$ cat config.mk
export PLATFORM = sky130hd
export DESIGN_NAME = mppt_perturb_observe_averaged_flat
export DESIGN_NICKNAME = d
export VERILOG_FILES = /design/src/rtl/mppt_pkg.sv /design/src/rtl/mppt_if.sv /design/src/rtl/mppt_perturb_observe_averaged.sv /design/src/rtl/mppt_cfg.sv /design/src/rtl/mppt_front.sv /design/src/rtl/mppt_fifo.sv /design/src/rtl/mppt_back.sv /design/src/flat_wrapper.sv
export SDC_FILE = /design/constraint.sdc
export NUM_CORES = 1
export LEC_CHECK = 0
export BUFFER_PORTS_ARGS = -buffer_cell sky130_fd_sc_hd__buf_4
export CAP_MARGIN = 20
export CORE_AREA = 2 2 215 175
export DETAILED_ROUTE_END_ITERATION = 12
export DIE_AREA = 0 0 217 177
export GPL_TIMING_DRIVEN = 0
export PLACE_DENSITY_LB_ADDON = 0.1
export REMOVE_ABC_BUFFERS = 1
export SKIP_LAST_GASP = 1
export SLEW_MARGIN = 30
export SYNTH_ARGS = -nofsm -noshare
export SYNTH_HDL_FRONTEND = slang
export SYNTH_HIERARCHICAL = 1
export SYNTH_SLANG_ARGS = --single-unit
$ cat constraint.sdc
create_clock -name clk_i -period 7 [get_ports clk_i]
set_clock_uncertainty 0.1 [all_clocks]
set_input_delay 1.4 -clock clk_i [delete_from_list [all_inputs] [get_ports clk_i]]
set_output_delay 1.4 -clock clk_i [all_outputs]
set_load 0.05 [all_outputs]
$ cat src/rtl/mppt_pkg.sv
// Shared types, widths and constants of the averaged P&O tracker.
// No dependencies.
`default_nettype none

package mppt_pkg;

  localparam int unsigned IN_W            = 12;
  localparam int unsigned AVG_W           = 12;
  localparam int unsigned PWR_W           = 2 * AVG_W;
  localparam int unsigned DUTY_W          = 8;
  localparam int unsigned STEP_W          = 5;
  localparam int unsigned APB_AW          = 4;
  localparam int unsigned APB_DW          = 32;

  localparam int unsigned FRAME_PAIRS     = 33;
  localparam int unsigned CNT_W           = $clog2(FRAME_PAIRS);
  localparam int unsigned MAX_DUTY        = 160;
  localparam int unsigned AVG_SHIFT       = 5;
  localparam int unsigned AVG_MAX         = 4095;
  localparam int unsigned SAMPLE_BITS_DEF = 12;

  localparam int unsigned QDEPTH          = 2;
  localparam int unsigned QPTR_W          = $clog2(QDEPTH);
  localparam int unsigned QCNT_W          = $clog2(QDEPTH + 1);

  localparam logic [AVG_W-1:0]  VOLT_MARGIN  = AVG_W'(5);

  // Reset values of the registers
  localparam logic [AVG_W-1:0]  VTHR_RST     = AVG_W'(2000);
  localparam logic [STEP_W-1:0] STEP_RST     = STEP_W'(5);
  localparam logic [DUTY_W-1:0] STARTUP_RST  = DUTY_W'(100);

  // Register indexes (paddr[3:2])
  localparam logic [1:0] REG_VTHR    = 2'd0;
  localparam logic [1:0] REG_STEP    = 2'd1;
  localparam logic [1:0] REG_STARTUP = 2'd2;
  localparam logic [1:0] REG_ENABLE  = 2'd3;

  typedef struct packed {
    logic [AVG_W-1:0]  vthr;
    logic [STEP_W-1:0] step;
    logic [DUTY_W-1:0] startup;
    logic              enable;
  } cfg_t;

  typedef struct packed {
    logic [AVG_W-1:0] avg_v;
    logic [AVG_W-1:0] avg_i;
  } avg_t;

endpackage

`default_nettype wire

$ cat src/rtl/mppt_if.sv
// Handshake channels of the tracker: sample pairs in, tracking results out.
// Depends on mppt_pkg.
`default_nettype none

interface mppt_sample_if import mppt_pkg::*; ();
  logic              valid;
  logic              ready;
  logic [IN_W-1:0]   current_sample;
  logic [IN_W-1:0]   voltage_sample;

  modport source (output valid, current_sample, voltage_sample, input ready);
  modport sink   (input valid, current_sample, voltage_sample, output ready);
endinterface

interface mppt_result_if import mppt_pkg::*; ();
  logic              valid;
  logic              ready;
  logic [DUTY_W-1:0] tracked_duty;
  logic [DUTY_W-1:0] drive_value;
  logic              increasing;
  logic              below_threshold;
  logic [AVG_W-1:0]  avg_voltage;
  logic [AVG_W-1:0]  avg_current;

  modport source (output valid, tracked_duty, drive_value, increasing, below_threshold,
                  avg_voltage, avg_current, input ready);
  modport sink   (input valid, tracked_duty, drive_value, increasing, below_threshold,
                  avg_voltage, avg_current, output ready);
endinterface

`default_nettype wire

$ cat src/rtl/mppt_perturb_observe_averaged.sv
// Averaged perturb-and-observe maximum power point tracker. One current and
// voltage sample pair is taken per clock cycle. Each frame of 33 pairs drops
// its first pair, averages the other 32 and yields one tracking result
// (new duty, drive value, direction, threshold flag, both averages); all
// other pairs yield nothing. A frame's result passes in order through the
// queue, written at the edge that takes its last pair, the power multiply
// register and the decision and result register. A two-entry queue of frame
// averages sits between the accumulator and the tracking stage, so the
// sample input keeps flowing while a result waits; only a frame-closing
// pair can stall, and only while that queue is full. Registers are written
// over APB at byte address 4*i. Depends on mppt_pkg, mppt_if and the cfg,
// front, fifo and back modules.
`default_nettype none

module mppt_perturb_observe_averaged import mppt_pkg::*; #(
  parameter int unsigned SAMPLE_BITS = SAMPLE_BITS_DEF
) (
  input  wire logic              clk_i,
  input  wire logic              rst_ni,
  mppt_sample_if.sink            smp_i,
  mppt_result_if.source          res_o,
  input  wire logic              psel,
  input  wire logic              penable,
  input  wire logic              pwrite,
  input  wire logic [APB_AW-1:0] paddr,
  input  wire logic [APB_DW-1:0] pwdata,
  output logic      [APB_DW-1:0] prdata,
  output logic                   pready
);

  cfg_t cfg;
  avg_t push_data, pop_data;
  logic push, q_full, pop, q_valid;

  assign pready = 1'b1;

  mppt_cfg u_cfg (
    .clk_i     (clk_i),
    .rst_ni    (rst_ni),
    .psel_i    (psel),
    .penable_i (penable),
    .pwrite_i  (pwrite),
    .paddr_i   (paddr),
    .pwdata_i  (pwdata),
    .prdata_o  (prdata),
    .cfg_o     (cfg)
  );

  mppt_front #(
    .SAMPLE_BITS (SAMPLE_BITS)
  ) u_front (
    .clk_i    (clk_i),
    .rst_ni   (rst_ni),
    .smp_i    (smp_i),
    .q_full_i (q_full),
    .push_o   (push),
    .avg_o    (push_data)
  );

  mppt_fifo u_fifo (
    .clk_i   (clk_i),
    .rst_ni  (rst_ni),
    .push_i  (push),
    .data_i  (push_data),
    .full_o  (q_full),
    .pop_i   (pop),
    .valid_o (q_valid),
    .data_o  (pop_data)
  );

  mppt_back u_back (
    .clk_i     (clk_i),
    .rst_ni    (rst_ni),
    .cfg_i     (cfg),
    .q_valid_i (q_valid),
    .q_data_i  (pop_data),
    .pop_o     (pop),
    .res_o     (res_o)
  );

endmodule

`default_nettype wire

$ cat src/rtl/mppt_cfg.sv
// APB register file of the tracker: threshold, step, startup duty, enable.
// Depends on mppt_pkg.
`default_nettype none

module mppt_cfg import mppt_pkg::*; (
  input  wire logic              clk_i,
  input  wire logic              rst_ni,
  input  wire logic              psel_i,
  input  wire logic              penable_i,
  input  wire logic              pwrite_i,
  input  wire logic [APB_AW-1:0] paddr_i,
  input  wire logic [APB_DW-1:0] pwdata_i,
  output logic      [APB_DW-1:0] prdata_o,
  output cfg_t                   cfg_o
);

  cfg_t       cfg_q;
  logic [1:0] idx;
  logic       wr;

  assign idx = paddr_i[3:2];
  assign wr  = psel_i && penable_i && pwrite_i;

  always_ff @(posedge clk_i or negedge rst_ni) begin
    if (!rst_ni) begin
      cfg_q.vthr    <= VTHR_RST;
      cfg_q.step    <= STEP_RST;
      cfg_q.startup <= STARTUP_RST;
      cfg_q.enable  <= 1'b1;
    end else if (wr) begin
      unique case (idx)
        REG_VTHR:    cfg_q.vthr    <= pwdata_i[AVG_W-1:0];
        REG_STEP:    cfg_q.step    <= pwdata_i[STEP_W-1:0];
        REG_STARTUP: cfg_q.startup <= pwdata_i[DUTY_W-1:0];
        REG_ENABLE:  cfg_q.enable  <= pwdata_i[0];
        default:     ;
      endcase
    end
  end

  always_comb begin
    unique case (idx)
      REG_VTHR:    prdata_o = APB_DW'(cfg_q.vthr);
      REG_STEP:    prdata_o = APB_DW'(cfg_q.step);
      REG_STARTUP: prdata_o = APB_DW'(cfg_q.startup);
      REG_ENABLE:  prdata_o = APB_DW'(cfg_q.enable);
      default:     prdata_o = '0;
    endcase
  end

  assign cfg_o = cfg_q;

endmodule

`default_nettype wire

$ cat src/rtl/mppt_front.sv
// Front end: takes sample pairs, drops the first of each 33-pair frame,
// sums the rest and pushes the frame averages. Depends on mppt_pkg, mppt_if.
`default_nettype none

module mppt_front import mppt_pkg::*; #(
  parameter int unsigned SAMPLE_BITS = SAMPLE_BITS_DEF
) (
  input  wire logic   clk_i,
  input  wire logic   rst_ni,
  mppt_sample_if.sink smp_i,
  input  wire logic   q_full_i,
  output logic        push_o,
  output avg_t        avg_o
);

  localparam int unsigned SMPL_W = (SAMPLE_BITS < IN_W) ? SAMPLE_BITS : IN_W;
  localparam int unsigned SUM_W  = SMPL_W + $clog2(FRAME_PAIRS - 1);

  logic [CNT_W-1:0] cnt_q, cnt_d;
  logic [SUM_W-1:0] isum_q, isum_d, vsum_q, vsum_d;
  logic [SUM_W-1:0] isum_nx, vsum_nx, ish, vsh;
  logic             first, last, acc;

  assign first = (cnt_q == '0);
  assign last  = (cnt_q == CNT_W'(FRAME_PAIRS - 1));

  // the frame-closing pair waits only when the queue has no room
  assign smp_i.ready = !(last && q_full_i);
  assign acc         = smp_i.valid && smp_i.ready;

  assign isum_nx = isum_q + SUM_W'(smp_i.current_sample[SMPL_W-1:0]);
  assign vsum_nx = vsum_q + SUM_W'(smp_i.voltage_sample[SMPL_W-1:0]);

  always_comb begin
    cnt_d  = cnt_q;
    isum_d = isum_q;
    vsum_d = vsum_q;
    if (acc) begin
      if (last) begin
        cnt_d  = '0;
        isum_d = '0;
        vsum_d = '0;
      end else begin
        cnt_d = cnt_q + 1'b1;
        if (!first) begin
          isum_d = isum_nx;
          vsum_d = vsum_nx;
        end
      end
    end
  end

  always_ff @(posedge clk_i or negedge rst_ni) begin
    if (!rst_ni) begin
      cnt_q  <= '0;
      isum_q <= '0;
      vsum_q <= '0;
    end else begin
      cnt_q  <= cnt_d;
      isum_q <= isum_d;
      vsum_q <= vsum_d;
    end
  end

  // averages saturate when a short shift leaves more than 12 bits
  assign ish = isum_nx >> AVG_SHIFT;
  assign vsh = vsum_nx >> AVG_SHIFT;

  assign avg_o.avg_i = (ish > SUM_W'(AVG_MAX)) ? AVG_W'(AVG_MAX) : ish[AVG_W-1:0];
  assign avg_o.avg_v = (vsh > SUM_W'(AVG_MAX)) ? AVG_W'(AVG_MAX) : vsh[AVG_W-1:0];
  assign push_o      = acc && last;

endmodule

`default_nettype wire

$ cat src/rtl/mppt_fifo.sv
// Short queue of frame averages between front and back end.
// Depends on mppt_pkg.
`default_nettype none

module mppt_fifo import mppt_pkg::*; (
  input  wire logic clk_i,
  input  wire logic rst_ni,
  input  wire logic push_i,
  input  avg_t      data_i,
  output logic      full_o,
  input  wire logic pop_i,
  output logic      valid_o,
  output avg_t      data_o
);

  avg_t              mem_q [QDEPTH];
  logic [QPTR_W-1:0] wptr_q, rptr_q;
  logic [QCNT_W-1:0] cnt_q;

  assign full_o  = (cnt_q == QCNT_W'(QDEPTH));
  assign valid_o = (cnt_q != '0);
  assign data_o  = mem_q[rptr_q];

  always_ff @(posedge clk_i) begin
    if (push_i) begin
      mem_q[wptr_q] <= data_i;
    end
  end

  always_ff @(posedge clk_i or negedge rst_ni) begin
    if (!rst_ni) begin
      wptr_q <= '0;
      rptr_q <= '0;
      cnt_q  <= '0;
    end else begin
      if (push_i) begin
        wptr_q <= (wptr_q == QPTR_W'(QDEPTH - 1)) ? '0 : wptr_q + 1'b1;
      end
      if (pop_i) begin
        rptr_q <= (rptr_q == QPTR_W'(QDEPTH - 1)) ? '0 : rptr_q + 1'b1;
      end
      if (push_i && !pop_i) begin
        cnt_q <= cnt_q + 1'b1;
      end else if (pop_i && !push_i) begin
        cnt_q <= cnt_q - 1'b1;
      end
    end
  end

endmodule

`default_nettype wire

$ cat src/rtl/mppt_back.sv
// Back end: power multiply stage, then the P&O decision, duty update and
// result register. Depends on mppt_pkg, mppt_if.
`default_nettype none

module mppt_back import mppt_pkg::*; (
  input  wire logic     clk_i,
  input  wire logic     rst_ni,
  input  cfg_t          cfg_i,
  input  wire logic     q_valid_i,
  input  avg_t          q_data_i,
  output logic          pop_o,
  mppt_result_if.source res_o
);

  // multiply stage
  logic              s1_vld_q;
  avg_t              s1_avg_q;
  logic [PWR_W-1:0]  s1_pwr_q, prod;
  logic              adv;

  // tracking state
  logic [PWR_W-1:0]  last_pwr_q;
  logic [AVG_W-1:0]  last_v_q;
  logic              dir_q, dir_d;
  logic [DUTY_W-1:0] duty_q, duty_d;

  // result register
  logic              rvld_q;
  logic [DUTY_W-1:0] rduty_q, rdrive_q;
  logic              rinc_q, rbelow_q;
  avg_t              ravg_q;

  logic              below;
  logic [DUTY_W:0]   limit, dsum;

  assign adv   = s1_vld_q && (!rvld_q || res_o.ready);
  assign pop_o = q_valid_i && (!s1_vld_q || adv);
  assign prod  = q_data_i.avg_v * q_data_i.avg_i;

  always_ff @(posedge clk_i) begin
    if (pop_o) begin
      s1_avg_q <= q_data_i;
      s1_pwr_q <= prod;
    end
  end

  assign below = (s1_avg_q.avg_v < cfg_i.vthr);
  assign limit = (DUTY_W + 1)'(MAX_DUTY) + (DUTY_W + 1)'(cfg_i.step);

  always_comb begin
    dir_d  = dir_q;
    dsum   = '0;
    duty_d = cfg_i.startup;
    if (!below) begin
      if (s1_pwr_q < last_pwr_q) begin
        if (dir_q) begin
          // a previous voltage under the margin counts as a fall
          if (last_v_q < VOLT_MARGIN || s1_avg_q.avg_v < last_v_q - VOLT_MARGIN) begin
            dir_d = 1'b0;
          end
        end else begin
          dir_d = 1'b1;
        end
      end
      if (dir_d) begin
        dsum = {1'b0, duty_q} + (DUTY_W + 1)'(cfg_i.step);
      end else if (duty_q < DUTY_W'(cfg_i.step)) begin
        dsum = limit + 1'b1;   // underflow lands on startup below
      end else begin
        dsum = {1'b0, duty_q} - (DUTY_W + 1)'(cfg_i.step);
      end
      priority if (dsum > limit) begin
        // a startup duty sitting exactly on the limit is still clamped
        duty_d = ({1'b0, cfg_i.startup} == limit) ? DUTY_W'(MAX_DUTY) : cfg_i.startup;
      end else if (dsum == limit) begin
        duty_d = DUTY_W'(MAX_DUTY);
      end else begin
        duty_d = dsum[DUTY_W-1:0];
      end
    end
  end

  always_ff @(posedge clk_i or negedge rst_ni) begin
    if (!rst_ni) begin
      s1_vld_q   <= 1'b0;
      rvld_q     <= 1'b0;
      last_pwr_q <= '0;
      last_v_q   <= '0;
      dir_q      <= 1'b1;
      duty_q     <= STARTUP_RST;
    end else begin
      if (pop_o) begin
        s1_vld_q <= 1'b1;
      end else if (adv) begin
        s1_vld_q <= 1'b0;
      end
      if (adv) begin
        rvld_q     <= 1'b1;
        last_pwr_q <= s1_pwr_q;
        last_v_q   <= s1_avg_q.avg_v;
        dir_q      <= dir_d;
        duty_q     <= duty_d;
      end else if (res_o.ready) begin
        rvld_q <= 1'b0;
      end
    end
  end

  always_ff @(posedge clk_i) begin
    if (adv) begin
      rduty_q  <= duty_d;
      rdrive_q <= cfg_i.enable ? duty_d : '0;
      rinc_q   <= dir_d;
      rbelow_q <= below;
      ravg_q   <= s1_avg_q;
    end
  end

  assign res_o.valid           = rvld_q;
  assign res_o.tracked_duty    = rduty_q;
  assign res_o.drive_value     = rdrive_q;
  assign res_o.increasing      = rinc_q;
  assign res_o.below_threshold = rbelow_q;
  assign res_o.avg_voltage     = ravg_q.avg_v;
  assign res_o.avg_current     = ravg_q.avg_i;

endmodule

`default_nettype wire

$ cat src/flat_wrapper.sv
// flat-port wrapper written by rule: the top's interface ports become plain ports
module mppt_perturb_observe_averaged_flat import mppt_pkg::*;
#(
  parameter int unsigned SAMPLE_BITS = SAMPLE_BITS_DEF
)
  (clk_i, rst_ni, psel, penable, pwrite, paddr, pwdata, prdata, pready, smp_i_valid, smp_i_current_sample, smp_i_voltage_sample, smp_i_ready, res_o_valid, res_o_tracked_duty, res_o_drive_value, res_o_increasing, res_o_below_threshold, res_o_avg_voltage, res_o_avg_current, res_o_ready);
  mppt_sample_if smp_i_i ();
  mppt_result_if res_o_i ();
  input  wire logic clk_i;
  input  wire logic rst_ni;
  input  wire logic psel;
  input  wire logic penable;
  input  wire logic pwrite;
  input  wire logic [APB_AW-1:0] paddr;
  input  wire logic [APB_DW-1:0] pwdata;
  output logic      [APB_DW-1:0] prdata;
  output logic pready;
  input wire logic [$bits(smp_i_i.valid)-1:0] smp_i_valid;
  input wire logic [$bits(smp_i_i.current_sample)-1:0] smp_i_current_sample;
  input wire logic [$bits(smp_i_i.voltage_sample)-1:0] smp_i_voltage_sample;
  output wire logic [$bits(smp_i_i.ready)-1:0] smp_i_ready;
  output wire logic [$bits(res_o_i.valid)-1:0] res_o_valid;
  output wire logic [$bits(res_o_i.tracked_duty)-1:0] res_o_tracked_duty;
  output wire logic [$bits(res_o_i.drive_value)-1:0] res_o_drive_value;
  output wire logic [$bits(res_o_i.increasing)-1:0] res_o_increasing;
  output wire logic [$bits(res_o_i.below_threshold)-1:0] res_o_below_threshold;
  output wire logic [$bits(res_o_i.avg_voltage)-1:0] res_o_avg_voltage;
  output wire logic [$bits(res_o_i.avg_current)-1:0] res_o_avg_current;
  input wire logic [$bits(res_o_i.ready)-1:0] res_o_ready;
  assign smp_i_i.valid = smp_i_valid;
  assign smp_i_i.current_sample = smp_i_current_sample;
  assign smp_i_i.voltage_sample = smp_i_voltage_sample;
  assign smp_i_ready = smp_i_i.ready;
  assign res_o_valid = res_o_i.valid;
  assign res_o_tracked_duty = res_o_i.tracked_duty;
  assign res_o_drive_value = res_o_i.drive_value;
  assign res_o_increasing = res_o_i.increasing;
  assign res_o_below_threshold = res_o_i.below_threshold;
  assign res_o_avg_voltage = res_o_i.avg_voltage;
  assign res_o_avg_current = res_o_i.avg_current;
  assign res_o_i.ready = res_o_ready;
  mppt_perturb_observe_averaged #(.SAMPLE_BITS(SAMPLE_BITS)) u_core (.clk_i(clk_i), .rst_ni(rst_ni), .smp_i(smp_i_i), .res_o(res_o_i), .psel(psel), .penable(penable), .pwrite(pwrite), .paddr(paddr), .pwdata(pwdata), .prdata(prdata), .pready(pready));
endmodule
* Word-level counts from Yosys, hierarchy flattened
Memories as Yosys holds them, arrays and structs flattened.
Cells that the tools add are included.
** Cells by class
- Equality and inequality tests :: 8
- Shifts and indexed selects :: 0
- Reduce and logical (&&, ||, !) cells :: 28
- Magnitude comparators :: 8
- Mux-type cells :: 30
- Divide/modulo/power cells :: 0
- $add $sub $neg :: 12
- Bitwise logic cells :: 0
- Multiply operators :: 1
** Operators with widths (count)
- case mux 32 bit (4 select lines) :: 1
- two-way mux 17 bit :: 4
- adder 17 x 12 -> 17 bit :: 2
- two-way mux 8 bit :: 4
- two-way mux 9 bit :: 3
- > comparator 12 bit (second input constant) :: 2
- less-than comparator 12 bit :: 2
- less-than comparator 24 bit :: 1
- multiplier 12 x 12 -> 24 bit :: 1
- two-way mux 12 bit :: 2
- two-way mux 1 bit :: 13
- less-than comparator 12 x 3 -> 1 bit (second input constant) :: 1
- subtractor 12 x 3 -> 12 bit (second input constant) :: 1
- AND reduction 2 bit :: 5
- adder 8 x 5 -> 9 bit :: 1
- adder 8 x 5 -> 9 bit (first input constant) :: 1
- adder 9 x 1 -> 9 bit (second input constant) :: 1
- == test 8 x 9 -> 1 bit :: 1
- == test 9 bit :: 1
- > comparator 9 bit :: 1
- logical AND 1 bit :: 9
- subtractor 8 x 5 -> 9 bit :: 1
- less-than comparator 8 x 5 -> 1 bit :: 1
- nonzero test 2 bit :: 4
- 14 further kinds :: 24
** Word-level totals
- Register bits after elaboration :: 207
- Input port bits :: 67
- ROM bits :: 0
- Bits in latches :: 0
- Memory bits (writable) :: 48
- Memories :: 1
** Memory list
- u_core.u_fifo.mem_q :: words 2, bits a word 24, rd ports 1, clocked after memory_dff 0, wr ports 1, RTL line mppt_fifo.sv:16 : avg_t mem_q [QDEPTH];

* Depth between registers and ports, before layout
- Depth after elaboration :: 13
- Mapped depth :: 27
- Gate-level depth less buffers :: 26

* By module
The synthesis kept the hierarchy.
** By module, submodules not included
- mppt_back :: times used 1, cells each 1108, area an instance 11447.2 um^2
- mppt_front :: times used 1, cells each 321, area an instance 3020.4 um^2
- mppt_fifo :: times used 1, cells each 91, area an instance 2023.2 um^2
- mppt_cfg :: times used 1, cells each 108, area an instance 1456.4 um^2
- mppt_perturb_observe_averaged :: times used 1, cells each 2, area an instance 11.3 um^2

* Least setup slack after synthesis
OpenSTA, ideal clock, no wires.
- Path type :: in2reg
- From :: input res_o_ready
- To :: register u_core.u_fifo.cnt_q[1]
- Stages on the path :: 7
- Library setup time :: 0.079 ns
- Data required time :: 6.821 ns
- Buffers on the path :: 0
- Arrival :: 6.002 ns
- Setup slack :: 0.819 ns
- Path through :: nor2b_1 > a21boi_0 > inv_1 > ha_1 > xor2_1 > nor2_1 > xor2_1
** On the way
- Word-level cells in the longest chain between the ends :: 7
- Elaborated cells between the ends (all ways) :: 9
** RTL lines
- from (decl) :: RTL line flat_wrapper.sv:29 : input wire logic [$bits(res_o_i.ready)-1:0] res_o_ready;
- logical OR 1 bit * :: RTL line mppt_back.sv:36 : assign adv = s1_vld_q && (!rvld_q || res_o.ready);
- logical AND 1 bit * :: RTL line mppt_back.sv:36
- logical OR 1 bit * :: RTL line mppt_back.sv:37 : assign pop_o = q_valid_i && (!s1_vld_q || adv);
- logical AND 1 bit * :: RTL line mppt_back.sv:37
- via u_core.pop :: RTL line mppt_perturb_observe_averaged.sv:33 : logic push, q_full, pop, q_valid;
- zero test 1 bit :: RTL line mppt_fifo.sv:42 : if (push_i && !pop_i) begin
- logical AND 1 bit :: RTL line mppt_fifo.sv:42
- two-way mux 2 bit / nonzero test 2 bit (equally long branches)
- to (signal assigned) :: RTL line mppt_fifo.sv:43 : cnt_q <= cnt_q + 1'b1;
- to (signal assigned) :: RTL line mppt_fifo.sv:45 : cnt_q <= cnt_q - 1'b1;
- to (decl) :: RTL line mppt_fifo.sv:18 : logic [QCNT_W-1:0] cnt_q;
Mark *: on every way through the listed nets, which the timed path passes. The rest lies on a longest branch.
A chain may end at the register's enable or synchronous reset.

==> summary.md <==
| Metric | Value |
|---|---|
| H-tree levels | 1 |
| Max clock buf depth | 3 |
| Unrepaired setup endpoints after global routing | false |
| Core area | 0.0364 mm2 |
| Slowest library cell on the worst path | dfrtp_4 |
| Fmax | 0.153 GHz |
| WP data required | 7.19 ns |
| CTS tree | done |
| Clock transition at path regs | 0.06 ns |
| Number of DRC markers in iteration 0 | 611 |
| Cell count after synthesis | 1630 |
| Post-synth EDFFs | 138 |
| YS warnings | 6 |
| Clock Latency Late Sink | 0.55 ns |
| Residual DRC count | 0 |
| Crit. End Element | register |
| Setup ws final | 0.485 ns |
| Total gr overflow | 0 |
| Initial antenna violation count | 0 |
| Crit path max fanout | 14 |
| Die Span Y | 177 um |
| Synth area leaders | edfxtp_1 23%, dfrtp_1 14%, fa_1 12% |
| Max stage delay on crit path | 0.60 ns |
| Detail Route Antenna Nets | 0 |
| Io pins | 144 |
| Pin slew with the least headroom to its limit | 0.955 ns |
| Hold-fix buffers, CTS | 0 |
| Worst min-delay path class | register to register |
| Die width | 217 um |
| Share of post-route cells with drive strength above 1 | 0.168 |
| Pre-CTS setup slack | 0.168 ns |
| Global-route wire length before repair | 61300 um |
| Synth cell count leaders | 187 x nand2_1, 185 x inv_1, 151 x ha_1 |
| Routed vias | 11800 |
| Die ar. | 0.0384 mm2 |
| Vias in the first global route | 11700 |
| Synth Register Bits | 255 |
| CTS Sinks | 255 |
| Max-slew violations | 0 |
| GPL Wtd Cong | 0.835 |
| Cell Chain, Critical Path | clkbuf_16 > mux2_4 > nand2_1 > fa_1 > inv_1 > fa_1 > inv_1 > fa_1 > inv_1 > fa_1 > fa_1 > ha_1 > nor2_1 > inv_1 > a21oi_1 > a31oi_1 > a41oi_1 > a21oi_1 > a21oi_1 > nor2b_1 > o21a_1 > o41ai_1 > xnor2_1 |
| Critical Path AT | 6.70 ns |
| Ys flop type | edfxtp_1 |
| CTS Root Cell | clkbuf_16 |
| Met1 WL | 18500 um |
| Register area share after synthesis | 0.395 |
| Crit path kind | register to register |
| Syn Area/Cell | 11.0 um2 |
| Row count | 63 |
| Max_cap viols | 0 |
| Slew Limit Headroom | 0.361 |
| Synth cell types | 95 |
| Total track usage | 0.199 |
| Syn-to-layout area delta | 12.1% |
| WL met2 | 17100 um |
| Count leader, synth | nand2_1 |
| Status | finished clean |
| Starting density of the core | 0.493 |
| # setup viols final | 0 |
| N_diodes | 0 |
| Startpoint type of the worst setup path | register |
| Max Used Layer | met4 |
| Top cell by count, worst path | fa_1 |
| Wire per inst | 17.0 um |
| Period minus WS final | 6.52 ns |
| Router iterations before antenna repair | 5 |
| Detail Route met3 WL | 1470 um |
| CTS Buf Count | 29 |
| Synthesized area | 0.0180 mm2 |
| Routed WL | 37700 um |
| Period utilization | 0.931 |
| Layout net count | 2035 |
| Setup_tns | 0 ns |
| Async SR Flop Fraction | 0.459 |
| Port bufs | 100 |
| Fin. Hold Viols | 0 |
| Largest net degree at the start of global routing | 77 |
| Detailed placer's ending HPWL | 28000 um |
| Cell accounting for the most synthesized area | edfxtp_1 |
| Vias per cell | 5.29 |
| Top cell type's share of synthesized area | 0.231 |
critical path: cells and delay by family (launching register included):
kind / cells / cell delay, ns
AO/OA/AOI/OAI: 7 / 1.46
flip-flops: 1 / 0.60
AND/OR/NAND/NOR: 3 / 0.32
multiplexers: 1 / 0.34
XOR/XNOR: 1 / 0.15
buffers and inverters: 5 / 0.45
adder cells (fa/ha/maj): 6 / 2.82
routing by layer:
| layer | vias up | global-route usage |
|---|---|---|
| met4 | 0 | 0.0388 |
| met1 | 5794 | 0.289 |
| met5 | - | 0 |
| met2 | 205 | 0.317 |
| met3 | 43 | 0.0304 |
| li1 | 5718 | - |
area by class of cell:
type | count | area (um2)
flip-flops and latches | 255 | 7100
well taps | 487 | 609
multi-input cells | 1134 | 9840
fillers | 3196 | 16300
inverters | 186 | 703
clock inverters | 14 | 155
repair buffers | 107 | 911
clock buffers | 39 | 825
metrics by stage:
stage	utilization	instances	hold slack (ns)	area, um2
global route	0.553	2222	0.321	20100
detailed placement	0.525	2168	0.305	19100
finish	0.553	2222	0.317	20100
global placement	0.520	2162	0.304	18900
floorplan	-	1575	0.300	17600
CTS	0.552	2221	0.318	20100
final timing paths:
path / start / end / slack (ns) / cells past startpoint
worst max-delay path: u_core/u_fifo/rptr_q$_DFFE_PN0P_ / u_core/u_back/s1_pwr_q[22]$_DFFE_PP_ / 0.48 / 23
worst min-delay path: u_core/u_back/s1_avg_q[8]$_DFFE_PP_ / u_core/u_back/res_o.avg_current[8]$_DFFE_PP_ / 0.32 / 0
worst max register to register: u_core/u_fifo/rptr_q$_DFFE_PN0P_ / u_core/u_back/s1_pwr_q[22]$_DFFE_PP_ / 0.48 / 23
worst min register to register: u_core/u_back/s1_avg_q[8]$_DFFE_PP_ / u_core/u_back/res_o.avg_current[8]$_DFFE_PP_ / 0.32 / 0
max in group asynchronous: rst_ni / u_core/u_front/vsum_q[13]$_DFFE_PN0P_ / 5.41 / 2
min in group asynchronous: rst_ni / u_core/u_cfg/cfg_o[19]$_DFFE_PN0P_ / 0.64 / 1
kinds of logic after synthesis:
kind of cell             after synthesis  synth area share
buffers and inverters                260            0.0637
AND/OR/NAND/NOR                      436             0.122
AO/OA/AOI/OAI                        263             0.100
flip-flops                           255             0.395
adder cells (fa/ha/maj)              255             0.221
multiplexers                          85            0.0610
XOR/XNOR                              74            0.0371
other                                  2          0.000418
cells in the final DEF, fill, tap and decap left out, drive strengths merged, types with 5 or more instances in the layout:
master  synthesis  routed
nor2           45      45
nor2b          19      19
conb            2      21
nand4          12      12
clkbuf         36      40
a211oi          7       7
o211ai         12      12
buf            38     106
or4             7       7
fa            104     104
a21oi          57      57
and3            7       7
o21bai          7       7
a22o           20      20
ha            151     151
o21a            8       8
a31oi           9       9
and2           64      64
dfstp          16      16
or2             6       6
edfxtp        138     138
xor2           27      27
nand3          32      32
or3             8       8
mux2           72      72
nand2         189     189
xnor2          47      47
nor4            5       5
nand2b         13      13
nor3           19      19
o21ai          80      80
a21o           20      20
dfrtp         101     101
inv           186     187
clkinv          0       8
a32o            5       5
mux2i          12      12
flip-flops by register name, summed over array words and instances, names as in the netlist, 2 cells and up:
register,cells
u_core/u_front/isum_q,17
u_core/u_back/s1_avg_q,24
u_core/u_fifo/mem_q,48
u_core/u_front/vsum_q,17
u_core/u_back/duty_q,8
u_core/u_back/res_o.drive_value,8
u_core/u_back/last_pwr_q,24
u_core/u_back/res_o.avg_current,12
u_core/u_back/res_o.tracked_duty,8
u_core/u_back/last_v_q,12
u_core/u_cfg/cfg_o,26
u_core/u_back/res_o.avg_voltage,12
u_core/u_fifo/cnt_q,2
u_core/u_front/cnt_q,6
u_core/u_back/s1_pwr_q,24
repair_timing:
| item | 4_1_cts | 5_1_grt |
|---|---|---|
| setup buffers | 0 | 1 |
| setup endpoints to repair | 0 | 1 |
| gates resized for setup | 0 | 1 |
| hold endpoints to repair | 0 | 0 |
Power is left out: the tool's default activity adds up to more than one toggle a clock period on the data nets, which glitch-free logic cannot reach.
